## config.mk

```make
export PLATFORM = sky130hd
export DESIGN_NAME = midi_track_event_parser
export DESIGN_NICKNAME = d
export VERILOG_FILES = /design/src/design/mtep_pkg.sv /design/src/design/midi_track_event_parser.sv
export VERILOG_INCLUDE_DIRS = /design/src /design/src/design
export SDC_FILE = /design/constraint.sdc
export NUM_CORES = 2
export LEC_CHECK = 0
export ABC_AREA = 1
export BUFFER_PORTS_ARGS = -buffer_cell sky130_fd_sc_hd__buf_2
export CORE_MARGIN = 2
export CORE_UTILIZATION = 50
export CTS_CLUSTER_DIAMETER = 100
export DETAILED_ROUTE_END_ITERATION = 10
export PLACE_DENSITY = 0.65
export SLEW_MARGIN = 20
export SYNTH_ARGS = -nofsm -noshare
export SYNTH_HDL_FRONTEND = slang
export SYNTH_SLANG_ARGS = --single-unit
```

## constraint.sdc

```tcl
create_clock -name aclk -period 18.5 [get_ports aclk]
set_input_delay 0.925 -clock aclk [delete_from_list [all_inputs] [get_ports aclk]]
set_output_delay 0.925 -clock aclk [all_outputs]
set_load 0.02 [all_outputs]
```

## src/design/midi_track_event_parser_macros.svh

```systemverilog
// assertion macros for the midi track event parser
// no dependencies; included inside modules that see aclk and aresetn
`ifndef MIDI_TRACK_EVENT_PARSER_MACROS_SVH
`define MIDI_TRACK_EVENT_PARSER_MACROS_SVH

// property that holds in every cycle out of reset
`define MTEP_ASSERT(label, expr, msg) \
    label: assert property (@(posedge aclk) disable iff (!aresetn) (expr)) else $error(msg);

// condition in this cycle implies a condition in the next cycle
`define MTEP_ASSERT_NEXT(label, pre, post, msg) \
    label: assert property (@(posedge aclk) disable iff (!aresetn) (pre) |=> (post)) \
        else $error(msg);

`endif

```

## src/design/mtep_pkg.sv

```systemverilog
// shared types, codes and helpers for the midi track event parser
// no dependencies
package mtep_pkg;

    localparam logic [2:0] KIND_CHAN  = 3'd0;
    localparam logic [2:0] KIND_SYSEX = 3'd1;
    localparam logic [2:0] KIND_MDONE = 3'd2;
    localparam logic [2:0] KIND_MBYTE = 3'd3;
    localparam logic [2:0] KIND_ERR   = 3'd4;

    localparam logic [7:0]  STATUS_SYSEX = 8'hF0;
    localparam logic [7:0]  STATUS_META  = 8'hFF;
    localparam logic [7:0]  SYSEX_END    = 8'hF7;
    localparam logic [7:0]  META_TEMPO   = 8'h51;
    localparam logic [7:0]  META_END     = 8'h2F;
    localparam logic [3:0]  HI_PROG      = 4'hC;
    localparam logic [3:0]  HI_PRESSURE  = 4'hD;
    localparam logic [23:0] TEMPO_RESET  = 24'd500000;

    localparam int FIFO_DEPTH = 4;
    localparam int PTR_W      = $clog2(FIFO_DEPTH);
    localparam int CNT_W      = $clog2(FIFO_DEPTH + 1);

    typedef enum logic [7:0] {
        PH_DELTA  = 8'b0000_0001,
        PH_STATUS = 8'b0000_0010,
        PH_DATA1  = 8'b0000_0100,
        PH_DATA2  = 8'b0000_1000,
        PH_SYSEX  = 8'b0001_0000,
        PH_MTYPE  = 8'b0010_0000,
        PH_MLEN   = 8'b0100_0000,
        PH_MDATA  = 8'b1000_0000
    } phase_t;

    typedef struct packed {
        logic [2:0]  kind;
        logic [27:0] delta_ticks;
        logic [31:0] abs_tick;
        logic [7:0]  status_byte;
        logic [7:0]  first_data;
        logic [7:0]  second_data;
        logic [7:0]  meta_kind;
        logic [27:0] meta_size;
        logic [7:0]  payload_byte;
        logic [23:0] tempo_us;
        logic        last;
    } res_t;

    function automatic res_t make_res(
        input logic [2:0]  kind,
        input logic [27:0] delta,
        input logic [31:0] tick,
        input logic [7:0]  status,
        input logic [7:0]  d1,
        input logic [7:0]  d2,
        input logic [7:0]  mtype,
        input logic [27:0] mlen,
        input logic [7:0]  pay,
        input logic [23:0] tempo,
        input logic        last
    );
        res_t r;
        logic meta;
        meta = (kind == KIND_MDONE) || (kind == KIND_MBYTE);
        r.kind         = kind;
        r.delta_ticks  = delta;
        r.abs_tick     = tick;
        r.status_byte  = status;
        r.first_data   = d1;
        r.second_data  = d2;
        r.meta_kind    = meta ? mtype : 8'd0;
        r.meta_size    = meta ? mlen : 28'd0;
        r.payload_byte = pay;
        r.tempo_us     = tempo;
        r.last         = last;
        return r;
    endfunction

endpackage

```

## src/design/midi_track_event_parser.sv

```systemverilog
// midi track event parser: byte-wide event decoder with a small result queue
// depends on mtep_pkg and midi_track_event_parser_macros.svh
//
//   channel   ports                 width  meaning
//   s_        s_byte_in             8      track event bytes, one per request
//   m_        m_kind .. m_last      156    decoded results, up to two per byte
//
// one byte is decoded per cycle by the phase logic while s_ready is high; its results
// enter a four-entry result queue in the same edge, so a byte can be taken every cycle.
// s_ready is high while the queue has room for two results.
// m_ lines come straight from the queue head; a stalled m_ready only stops
// input once the queue holds three results.
// aresetn is synchronous, active low, and clears phase, counters and queue.
module midi_track_event_parser (
    input  logic        aclk,
    input  logic        aresetn,
    input  logic        s_valid,
    output logic        s_ready,
    input  logic [7:0]  s_byte_in,
    output logic        m_valid,
    input  logic        m_ready,
    output logic [2:0]  m_kind,
    output logic [27:0] m_delta_ticks,
    output logic [31:0] m_abs_tick,
    output logic [7:0]  m_status_byte,
    output logic [7:0]  m_first_data,
    output logic [7:0]  m_second_data,
    output logic [7:0]  m_meta_kind,
    output logic [27:0] m_meta_size,
    output logic [7:0]  m_payload_byte,
    output logic [23:0] m_tempo_us,
    output logic        m_last
);
    import mtep_pkg::*;
    `include "midi_track_event_parser_macros.svh"

    phase_t      phase_reg, phase_next;
    logic [27:0] delta_reg, delta_next;
    logic [31:0] tick_reg, tick_next;
    logic [7:0]  rs_reg, rs_next;
    logic [7:0]  es_reg, es_next;
    logic [7:0]  held_reg, held_next;
    logic [7:0]  mtype_reg, mtype_next;
    logic [27:0] mlen_reg, mlen_next;
    logic [27:0] pcount_reg, pcount_next;
    logic [23:0] tshift_reg, tshift_next;
    logic [23:0] tempo_reg, tempo_next;

    res_t        fifo_reg [FIFO_DEPTH];
    logic [PTR_W-1:0] wr_ptr_reg, rd_ptr_reg;
    logic [CNT_W-1:0] count_reg;

    res_t        r0, r1;
    logic        r0_valid, r1_valid;
    logic        accept, pop;
    logic [7:0]  b;
    logic [27:0] dnew, lnew;
    logic [3:0]  hi;
    logic [23:0] tshift_upd;

    assign b      = s_byte_in;
    assign accept = s_valid && s_ready;
    assign pop    = m_valid && m_ready;

    always_comb begin
        phase_next  = phase_reg;
        delta_next  = delta_reg;
        tick_next   = tick_reg;
        rs_next     = rs_reg;
        es_next     = es_reg;
        held_next   = held_reg;
        mtype_next  = mtype_reg;
        mlen_next   = mlen_reg;
        pcount_next = pcount_reg;
        tshift_next = tshift_reg;
        tempo_next  = tempo_reg;
        r0_valid    = 1'b0;
        r1_valid    = 1'b0;
        r0          = '0;
        r1          = '0;
        dnew        = {delta_reg[20:0], b[6:0]};
        lnew        = {mlen_reg[20:0], b[6:0]};
        hi          = rs_reg[7:4];
        tshift_upd  = tshift_reg;
        case (phase_reg)
            PH_DELTA: begin
                delta_next = dnew;
                if (!b[7]) begin
                    tick_next  = tick_reg + {4'd0, dnew};
                    phase_next = PH_STATUS;
                end
            end
            PH_STATUS: begin
                if (b[7]) begin
                    // explicit status
                    rs_next = b;
                    es_next = b;
                    hi      = b[7:4];
                    if (hi inside {[4'h8:4'hE]}) begin
                        held_next  = 8'd0;
                        phase_next = PH_DATA1;
                    end else if (b == STATUS_SYSEX) begin
                        phase_next = PH_SYSEX;
                    end else if (b == STATUS_META) begin
                        phase_next = PH_MTYPE;
                    end else begin
                        delta_next = 28'd0;
                        phase_next = PH_DELTA;
                    end
                end else begin
                    // running status, byte is handled here as the first byte of the new phase
                    es_next = rs_reg;
                    if (hi inside {[4'h8:4'hE]}) begin
                        held_next = b;
                        if (hi == HI_PROG || hi == HI_PRESSURE) begin
                            r0_valid   = 1'b1;
                            r0         = make_res(KIND_CHAN, delta_reg, tick_reg, rs_reg, b,
                                                  8'd0, mtype_reg, mlen_reg, 8'd0, tempo_reg,
                                                  1'b0);
                            delta_next = 28'd0;
                            phase_next = PH_DELTA;
                        end else begin
                            phase_next = PH_DATA2;
                        end
                    end else if (rs_reg == STATUS_SYSEX) begin
                        r0_valid   = 1'b1;
                        r0         = make_res(KIND_SYSEX, delta_reg, tick_reg, rs_reg, 8'd0,
                                              8'd0, mtype_reg, mlen_reg, b, tempo_reg,
                                              1'b0);
                        phase_next = PH_SYSEX;
                    end else if (rs_reg == STATUS_META) begin
                        mtype_next  = b;
                        mlen_next   = 28'd0;
                        pcount_next = 28'd0;
                        tshift_next = 24'd0;
                        phase_next  = PH_MLEN;
                    end else begin
                        // no prior status gives an error, other system status nothing;
                        // the data byte then completes a one-byte delta
                        if (!hi[3]) begin
                            r0_valid = 1'b1;
                            r0       = make_res(KIND_ERR, delta_reg, tick_reg, rs_reg, 8'd0,
                                                8'd0, mtype_reg, mlen_reg, 8'd0, tempo_reg,
                                                1'b0);
                        end
                        delta_next = {21'd0, b[6:0]};
                        tick_next  = tick_reg + {25'd0, b[6:0]};
                        phase_next = PH_STATUS;
                    end
                end
            end
            PH_DATA1: begin
                held_next = b;
                if (es_reg[7:4] == HI_PROG || es_reg[7:4] == HI_PRESSURE) begin
                    r0_valid   = 1'b1;
                    r0         = make_res(KIND_CHAN, delta_reg, tick_reg, es_reg, b, 8'd0,
                                          mtype_reg, mlen_reg, 8'd0, tempo_reg, 1'b0);
                    delta_next = 28'd0;
                    phase_next = PH_DELTA;
                end else begin
                    phase_next = PH_DATA2;
                end
            end
            PH_DATA2: begin
                r0_valid   = 1'b1;
                r0         = make_res(KIND_CHAN, delta_reg, tick_reg, es_reg, held_reg, b,
                                      mtype_reg, mlen_reg, 8'd0, tempo_reg, 1'b0);
                delta_next = 28'd0;
                phase_next = PH_DELTA;
            end
            PH_SYSEX: begin
                r0_valid = 1'b1;
                r0       = make_res(KIND_SYSEX, delta_reg, tick_reg, es_reg, 8'd0, 8'd0,
                                    mtype_reg, mlen_reg, b, tempo_reg, b == SYSEX_END);
                if (b == SYSEX_END) begin
                    delta_next = 28'd0;
                    phase_next = PH_DELTA;
                end
            end
            PH_MTYPE: begin
                mtype_next  = b;
                mlen_next   = 28'd0;
                pcount_next = 28'd0;
                tshift_next = 24'd0;
                phase_next  = PH_MLEN;
            end
            PH_MLEN: begin
                mlen_next = lnew;
                if (!b[7]) begin
                    if (lnew == 28'd0) begin
                        // empty meta event completes at once
                        if (mtype_reg == META_TEMPO) begin
                            tempo_next = tshift_reg;
                        end
                        r0_valid = 1'b1;
                        r0       = make_res(KIND_MDONE, delta_reg, tick_reg, es_reg, 8'd0,
                                            8'd0, mtype_reg, lnew, 8'd0,
                                            (mtype_reg == META_TEMPO) ? tshift_reg : tempo_reg,
                                            1'b0);
                        if (mtype_reg == META_END) begin
                            tick_next = 32'd0;
                        end
                        delta_next = 28'd0;
                        phase_next = PH_DELTA;
                    end else begin
                        phase_next = PH_MDATA;
                    end
                end
            end
            PH_MDATA: begin
                case (pcount_reg)
                    28'd0:   tshift_upd = tshift_reg | {b, 16'd0};
                    28'd1:   tshift_upd = tshift_reg | {8'd0, b, 8'd0};
                    28'd2:   tshift_upd = tshift_reg | {16'd0, b};
                    default: tshift_upd = tshift_reg;
                endcase
                tshift_next = tshift_upd;
                pcount_next = pcount_reg + 28'd1;
                r0_valid    = 1'b1;
                if (pcount_next == mlen_reg) begin
                    r0 = make_res(KIND_MBYTE, delta_reg, tick_reg, es_reg, 8'd0, 8'd0,
                                  mtype_reg, mlen_reg, b, tempo_reg, 1'b1);
                    if (mtype_reg == META_TEMPO) begin
                        tempo_next = tshift_upd;
                    end
                    r1_valid = 1'b1;
                    r1       = make_res(KIND_MDONE, delta_reg, tick_reg, es_reg, 8'd0, 8'd0,
                                        mtype_reg, mlen_reg, 8'd0,
                                        (mtype_reg == META_TEMPO) ? tshift_upd : tempo_reg,
                                        1'b0);
                    if (mtype_reg == META_END) begin
                        tick_next = 32'd0;
                    end
                    delta_next = 28'd0;
                    phase_next = PH_DELTA;
                end else begin
                    r0 = make_res(KIND_MBYTE, delta_reg, tick_reg, es_reg, 8'd0, 8'd0,
                                  mtype_reg, mlen_reg, b, tempo_reg, 1'b0);
                end
            end
            default: begin
                delta_next = 28'd0;
                phase_next = PH_DELTA;
            end
        endcase
    end

    always_ff @(posedge aclk) begin
        if (!aresetn) begin
            phase_reg  <= PH_DELTA;
            delta_reg  <= 28'd0;
            tick_reg   <= 32'd0;
            rs_reg     <= 8'd0;
            es_reg     <= 8'd0;
            held_reg   <= 8'd0;
            mtype_reg  <= 8'd0;
            mlen_reg   <= 28'd0;
            pcount_reg <= 28'd0;
            tshift_reg <= 24'd0;
            tempo_reg  <= TEMPO_RESET;
        end else if (accept) begin
            phase_reg  <= phase_next;
            delta_reg  <= delta_next;
            tick_reg   <= tick_next;
            rs_reg     <= rs_next;
            es_reg     <= es_next;
            held_reg   <= held_next;
            mtype_reg  <= mtype_next;
            mlen_reg   <= mlen_next;
            pcount_reg <= pcount_next;
            tshift_reg <= tshift_next;
            tempo_reg  <= tempo_next;
        end
    end

    // result queue
    always_ff @(posedge aclk) begin
        if (accept && r0_valid) begin
            fifo_reg[wr_ptr_reg] <= r0;
        end
        if (accept && r1_valid) begin
            fifo_reg[wr_ptr_reg + PTR_W'(1)] <= r1;
        end
    end

    always_ff @(posedge aclk) begin
        if (!aresetn) begin
            wr_ptr_reg <= '0;
            rd_ptr_reg <= '0;
            count_reg  <= '0;
        end else begin
            wr_ptr_reg <= wr_ptr_reg + PTR_W'(accept && r0_valid) + PTR_W'(accept && r1_valid);
            rd_ptr_reg <= rd_ptr_reg + PTR_W'(pop);
            count_reg  <= count_reg + CNT_W'(accept && r0_valid)
                          + CNT_W'(accept && r1_valid) - CNT_W'(pop);
        end
    end

    assign s_ready        = count_reg <= CNT_W'(FIFO_DEPTH - 2);
    assign m_valid        = count_reg != '0;
    assign m_kind         = fifo_reg[rd_ptr_reg].kind;
    assign m_delta_ticks  = fifo_reg[rd_ptr_reg].delta_ticks;
    assign m_abs_tick     = fifo_reg[rd_ptr_reg].abs_tick;
    assign m_status_byte  = fifo_reg[rd_ptr_reg].status_byte;
    assign m_first_data   = fifo_reg[rd_ptr_reg].first_data;
    assign m_second_data  = fifo_reg[rd_ptr_reg].second_data;
    assign m_meta_kind    = fifo_reg[rd_ptr_reg].meta_kind;
    assign m_meta_size    = fifo_reg[rd_ptr_reg].meta_size;
    assign m_payload_byte = fifo_reg[rd_ptr_reg].payload_byte;
    assign m_tempo_us     = fifo_reg[rd_ptr_reg].tempo_us;
    assign m_last         = fifo_reg[rd_ptr_reg].last;

    `MTEP_ASSERT(a_count_bound, count_reg <= CNT_W'(FIFO_DEPTH), "result queue overflow")
    `MTEP_ASSERT(a_second_needs_first, !r1_valid || r0_valid, "second result without first")
    `MTEP_ASSERT(a_pair_shape, !r1_valid || (r0.kind == KIND_MBYTE && r0.last && r1.kind == KIND_MDONE), "bad result pair")
    `MTEP_ASSERT_NEXT(a_pop_only, pop && !accept, count_reg == $past(count_reg) - CNT_W'(1), "queue count not decremented")
    `MTEP_ASSERT_NEXT(a_end_clears_tick, accept && ((r0_valid && r0.kind == KIND_MDONE) || r1_valid) && mtype_reg == META_END, tick_reg == 32'd0, "end of track did not clear tick count")

endmodule

```

# After elaboration in Yosys (flattened, before gate mapping)
# Memory sizes are Yosys's and may differ from the RTL's. A register that Yosys moved wholly into a read port is not among the register bits.
# Cells that the tools add are included.
word_totals:
  register_bits: 203
  mem_bits_rw: 624
  inputBits: 12
  out_inout_bits: 158
  word_cells: 192
  memories: 1
op_classes:
  addsub: 10
  order_cmp: 5
  n_eq_ne: 39
  muxes: 94
  n_bitwise: 4
  n_reduce_logical: 26
memory_table:
  columns: ["name", "depth", "word_bits", "rd", "rd_clocked_by_memory_dff", "write_ports", "line", "source"]
  rows:
  - ["fifo_reg", 4, 156, 1, 1, 2, "midi_track_event_parser.sv:49", "res_t fifo_reg [FIFO_DEPTH];"]
ops:
  columns: ["operator", "count"]
  rows:
  - ["156-bit case mux with 6 select lines", 1]
  - ["156-bit 2-to-1 mux", 5]
  - ["155-bit 2-to-1 mux", 4]
  - ["28-bit 2-to-1 mux", 16]
  - ["153-bit 2-to-1 mux", 2]
  - ["32-bit 2-to-1 mux", 9]
  - ["24-bit 2-to-1 mux", 9]
  - ["28-bit case mux with 7 select lines", 1]
  - ["28-bit case mux with 3 select lines", 2]
  - ["24-bit case mux with 3 select lines", 2]
  - ["32-bit case mux with 4 select lines", 1]
  - ["8-bit 2-to-1 mux", 15]
  - ["28-bit logical NOT", 2]
  - ["8-bit case mux with 7 select lines", 1]
  - ["8-bit == test (second input constant)", 6]
  - ["24-bit case mux with 2 select lines", 1]
  - ["32-bit by 28-bit adder with 32-bit output", 1]
  - ["32-bit by 7-bit adder with 32-bit output", 1]
  - ["8-bit case mux with 2 select lines", 2]
  - ["28-bit by 1-bit adder with 28-bit output (second input constant)", 1]
  - ["28-bit by 1-bit == test with 1-bit output (second input constant)", 1]
  - ["28-bit by 2-bit == test with 1-bit output (second input constant)", 1]
  - ["28-bit == test", 1]
  - ["24-bit by 16-bit OR with 24-bit output", 1]
  - ["39 further kinds", 92]

# Logic depth before layout (Yosys ltp)
logic_depth:
  depth_word: 10
  mapped_depth: 23

# Worst setup path before layout
# OpenSTA, ideal clock, no wires.
synth_path:
  path_type: "input to register"
  from: "in s_byte_in[2]"
  to: "mem fifo_reg[3][61] (netlist name) (data pin)"
  setup_time_ns: 0.170
  t_arrival_ns: 6.186
  required_time_ns: 18.330
  setup_slack_ns: 12.144
  stages: 12
  n_path_buf: 1
  cell_sequence: "buf_2 > clkinv_1 > nand4_1 > inv_1 > nand4_1 > nor2_1 > nand3_1 > a21oi_4 > nand3_1 > nand2_1 > nand2_1 > nor2_1"
synth_lines:
  columns: ["item", "line", "source"]
  rows:
  - ["start: declaration", "midi_track_event_parser.sv:19", "input logic [7:0] s_byte_in,"]
  - ["end: declaration", "midi_track_event_parser.sv:49", null]

==> results.md <==
Status:
- The run finished with clean final reports.

Synth:
- The mapped netlist covers 42100 um2.
- The proportion of netlist area held by the largest area contributor is 0.368.
- Among all cell types in the netlist, the one instantiated most often is nand2_1.
- In this run, synthesis produced a sequential element count of 827.
- For this run, the register share of the synthesized area comes to 0.516.
- In this run, synthesis inferred 516 flip-flops with an integrated enable.
- The synthesized netlist net count is 5354.
- Yosys mapped the design onto 51 distinct sky130hd cell types.
- The post-synthesis cell type with the largest combined area is edfxtp_1.
- The number of warnings printed during yosys synthesis is 0.
- After synthesis, the cell types taking the most area are edfxtp_1 37%, dfxtp_1 15%, nand2_1 9.0%.
- After synthesis, the share of flip-flops with an asynchronous set or reset is 0.
- Among all flip-flop cells after synthesis, the most frequent one is edfxtp_1.
- The cell count after synthesis came out at 5303.
- The mean post-synth cell area is 7.94 um2.
- In the synthesized netlist, the cells that appear most often are 1009 x nand2_1, 839 x nor2_1, 569 x inv_1.

Global routing:
- The number of global-route vias before repair was 35500.
- The first global-routing pass estimated 220000 um of wire.
- The initial antenna violation count was 4.
- The final global-route overflow total is 0.
- The total track usage is 0.334.
- Entering global routing, the biggest net connects 149 pins.

Clocking:
- Clock tree synthesis found a total of 827 sinks.
- TritonCTS built the clock tree.
- The number of buffers added for setup after CTS is 0.
- The library cell used as clock root buffer is clkbuf_16.
- The later pin in the worst-skew pair is clocked with a latency of 0.67 ns.
- Clock tree synthesis inserted a total of 89 buffers.
- The number of buffers inserted for hold repair after clock tree synthesis is 0.
- The H-tree generated during clock tree synthesis spans 3 levels.
- Clock-pin slew was measured on the worst setup and hold paths at 0.06 ns.
- Gates resized during post-CTS repair numbered 0.
- The number of buffers between clock root and the deepest sink is 3.

STA:
- The final count of pins violating max slew was 0.
- The final setup TNS is 0 ns.
- Setup repair after global routing left no endpoint under its margin.
- The achievable frequency is 146 MHz.
- The number of hold violations in the final report is 0.
- Between clock sinks in the finished design, the worst skew comes to 0.0365 ns.
- The count of final setup violators is 0.
- In the finished design, the share of the clock period the worst path needs comes to 0.369.
- The post-route minimum period is 6.83 ns.
- The actual transition at the worst max-transition pin is 1.21 ns.
- The remaining max-slew budget at the tightest pin is 0.192.

Power and ir drop:
- The reported leakage power is 17.8 nW.
- The total power density per cell area is 122 nW/um2.
- VDD sags by at most 0.000107 V.

Routing:
- Signal routing reaches up to met5.
- The starting DRC count in detailed routing is 4586.
- The routed design uses 63600 um of met2 wire.
- The first detailed-routing pass took 6 iterations.
- The average wire per cell in the routed design is 22.8 um.
- The routed wire length is 147000 um.
- The detailed-route vias per instance is 5.93.
- The routed layout has 38200 vias.
- The detailed-route DRC error count is 0.
- The total length of routed met3 wires is 15500 um.
- Once detail routing completed, the nets flagged for antenna violations numbered 0.
- The routed metal-1 wirelength is 63100 um.

Place:
- After detailed placement, the total cell area comes to 43400 um2.
- The number of buffer cells added on primary ports is 169.
- The final HPWL from detailed placement is 89100 um.
- Once placement completed, the tool counted placed cells totaling 6265.
- The routability-driven placement congestion ratio is 0.960.

Layout:
- The fill cell total of the finished layout is 7780.
- The number of non-filler instances in the completed layout is 6435.
- The register with the most flip-flops in the layout has 624 of them.
- After routing the design area is 46400 um2.
- From synthesis to final layout, the design area changed by 10.2%.
- The number of nets in the layout is 5327.
- In the final layout, the share of cells above drive strength 1 is 0.0787.
- The utilization after layout is 0.555.

Floorplan:
- After floorplanning, the core was sized to cover 83600 um2.
- From bottom edge to top edge, the die measures 294 um.
- The die covers 86500 um2.
- 170 I/O pins were placed.
- The die width is 294 um.
- For this configuration, the core starts out at a cell density of 0.504.
- The number of standard-cell rows in the floorplan is 106.

Worst setup path:
- The critical path class is reg -> reg.
- The kind of cell with the highest combined delay along the critical path is simple AND/OR/NAND/NOR gates.
- The slowest stage of the critical path is the buf_4 cell.
- The flop-to-flop setup slack is 11.67 ns.
- Counting stages on the worst path, the most repeated cell is nand2_1.
- The startpoint type of the worst setup path is a flop.
- Along the worst path, the maximum fanout reaches 63.
- The buffer and inverter count on the worst path is 4.
- Traced cell by cell, the critical path runs through inv_1, nor2_4, nand2_1, nor2_1, nand2_1, nand2_1, nand2_1, nand2_1, nand2_1, nor2_1, nand2_1, nor2_1, nand3_2, nor2_4, buf_4, nand3_2, nand2_4, buf_4, buf_4, nand2_1, nor2_1.
- The critical path required time is 19.01 ns.
- The delay contributed by the slowest stage of the critical path is 0.83 ns.
- The nature of the critical path endpoint is a flop.
- The critical path data arrival time is 7.34 ns.

Flow run:
- The max-cap violation count is 0.

Min path:
- The path type of the worst min-delay path is reg -> reg.
-- layout make-up --
class / count / area (um2) / area share
Clock buffer: 115 / 2370 / 0.0512
Multi-Input combinational cell: 3542 / 16800 / 0.362
Antenna cell: 4 / 10.0 / 0.000216
Clock inverter: 51 / 597 / 0.0129
Sequential cell: 827 / 21700 / 0.468
Timing Repair Buffer: 229 / 1310 / 0.0282
Tap cell: 1080 / 1350 / 0.0291
Inverter: 587 / 2230 / 0.0480
-- worst reg2reg max path: cells and delay by family (launching register included) --
kind	cells	cell delay [ns]
simple gates	17	3.79
buf+inv	4	2.46
flops	1	0.43
-- worst paths after layout --
kind	startpoint	end	cells after the start
min	fifo_reg[3][0]	fifo_reg[3][0]	2
max reg2reg	pcount_reg[0]	fifo_reg[3][64]	21
max	pcount_reg[0]	fifo_reg[3][64]	21
min reg2reg	fifo_reg[3][0]	fifo_reg[3][0]	2
-- layout by cell type, fill, tap and decap left out, types with 6 or more instances in the layout --
master     Yosys  final
a211oi_1      37     37
a21oi_1      383    383
a31oi_1       11     11
buf_2         38    169
buf_4         10     59
bufinv_16      0     10
clkbuf_1     280     21
clkbuf_16      0     89
clkinv_1       9     20
clkinv_2       0     17
dfxtp_1      311    308
edfxtp_1     516    516
ha_1          37     37
inv_1        569    565
inv_2          9      7
nand2_1     1009   1005
nand2_2        6      6
nand3_1      246    243
nand3b_1       6      6
nand4_1       68     68
nor2_1       839    835
nor2_4         8     12
nor3_1        55     55
nor4_1        10     10
o21ai_0      413    413
o21ai_1        9      9
o21bai_1      15     15
o22ai_1      304    304
xnor2_1       14     14
xor2_1        21     21
-- metrics by stage --
stage	hold WS [ns]	setup WS (ns)	power [mW]
floorplan	0.419	12.14	3.20
global placement	0.432	11.72	3.81
detailed placement	0.433	11.55	3.82
CTS	0.449	11.74	5.64
global route	0.475	11.33	5.87
finish	0.450	11.67	5.65
-- power by group --
| group | switching [mW] | internal (mW) |
|---|---|---|
| logic | 1.25 | 0.436 |
| clock network | 0.791 | 1.06 |
| registers | 0.0817 | 2.03 |
| total | 2.13 | 3.52 |
-- cell families (layout without fill, tap and decap cells) --
family                   Yosys count  in the layout  synth area share
AND/OR/NAND/NOR                 2266           2266             0.220
other                              0              4                 0
AO/OA/AOI/OAI                   1202           1202             0.158
XOR/XNOR                          35             35           0.00728
buffers and inverters            934            982            0.0873
adder cells (fa/ha/maj)           39             39            0.0119
flip-flops                       827            827             0.516
-- routing by layer --
layer | GRT usage | up-vias
met4 | 0.111 | 4
li1 | - | 17800
met1 | 0.486 | 18000
met2 | 0.499 | 2097
met5 | 0 | -
met3 | 0.0622 | 303
Power figures use the tool's default switching activity.
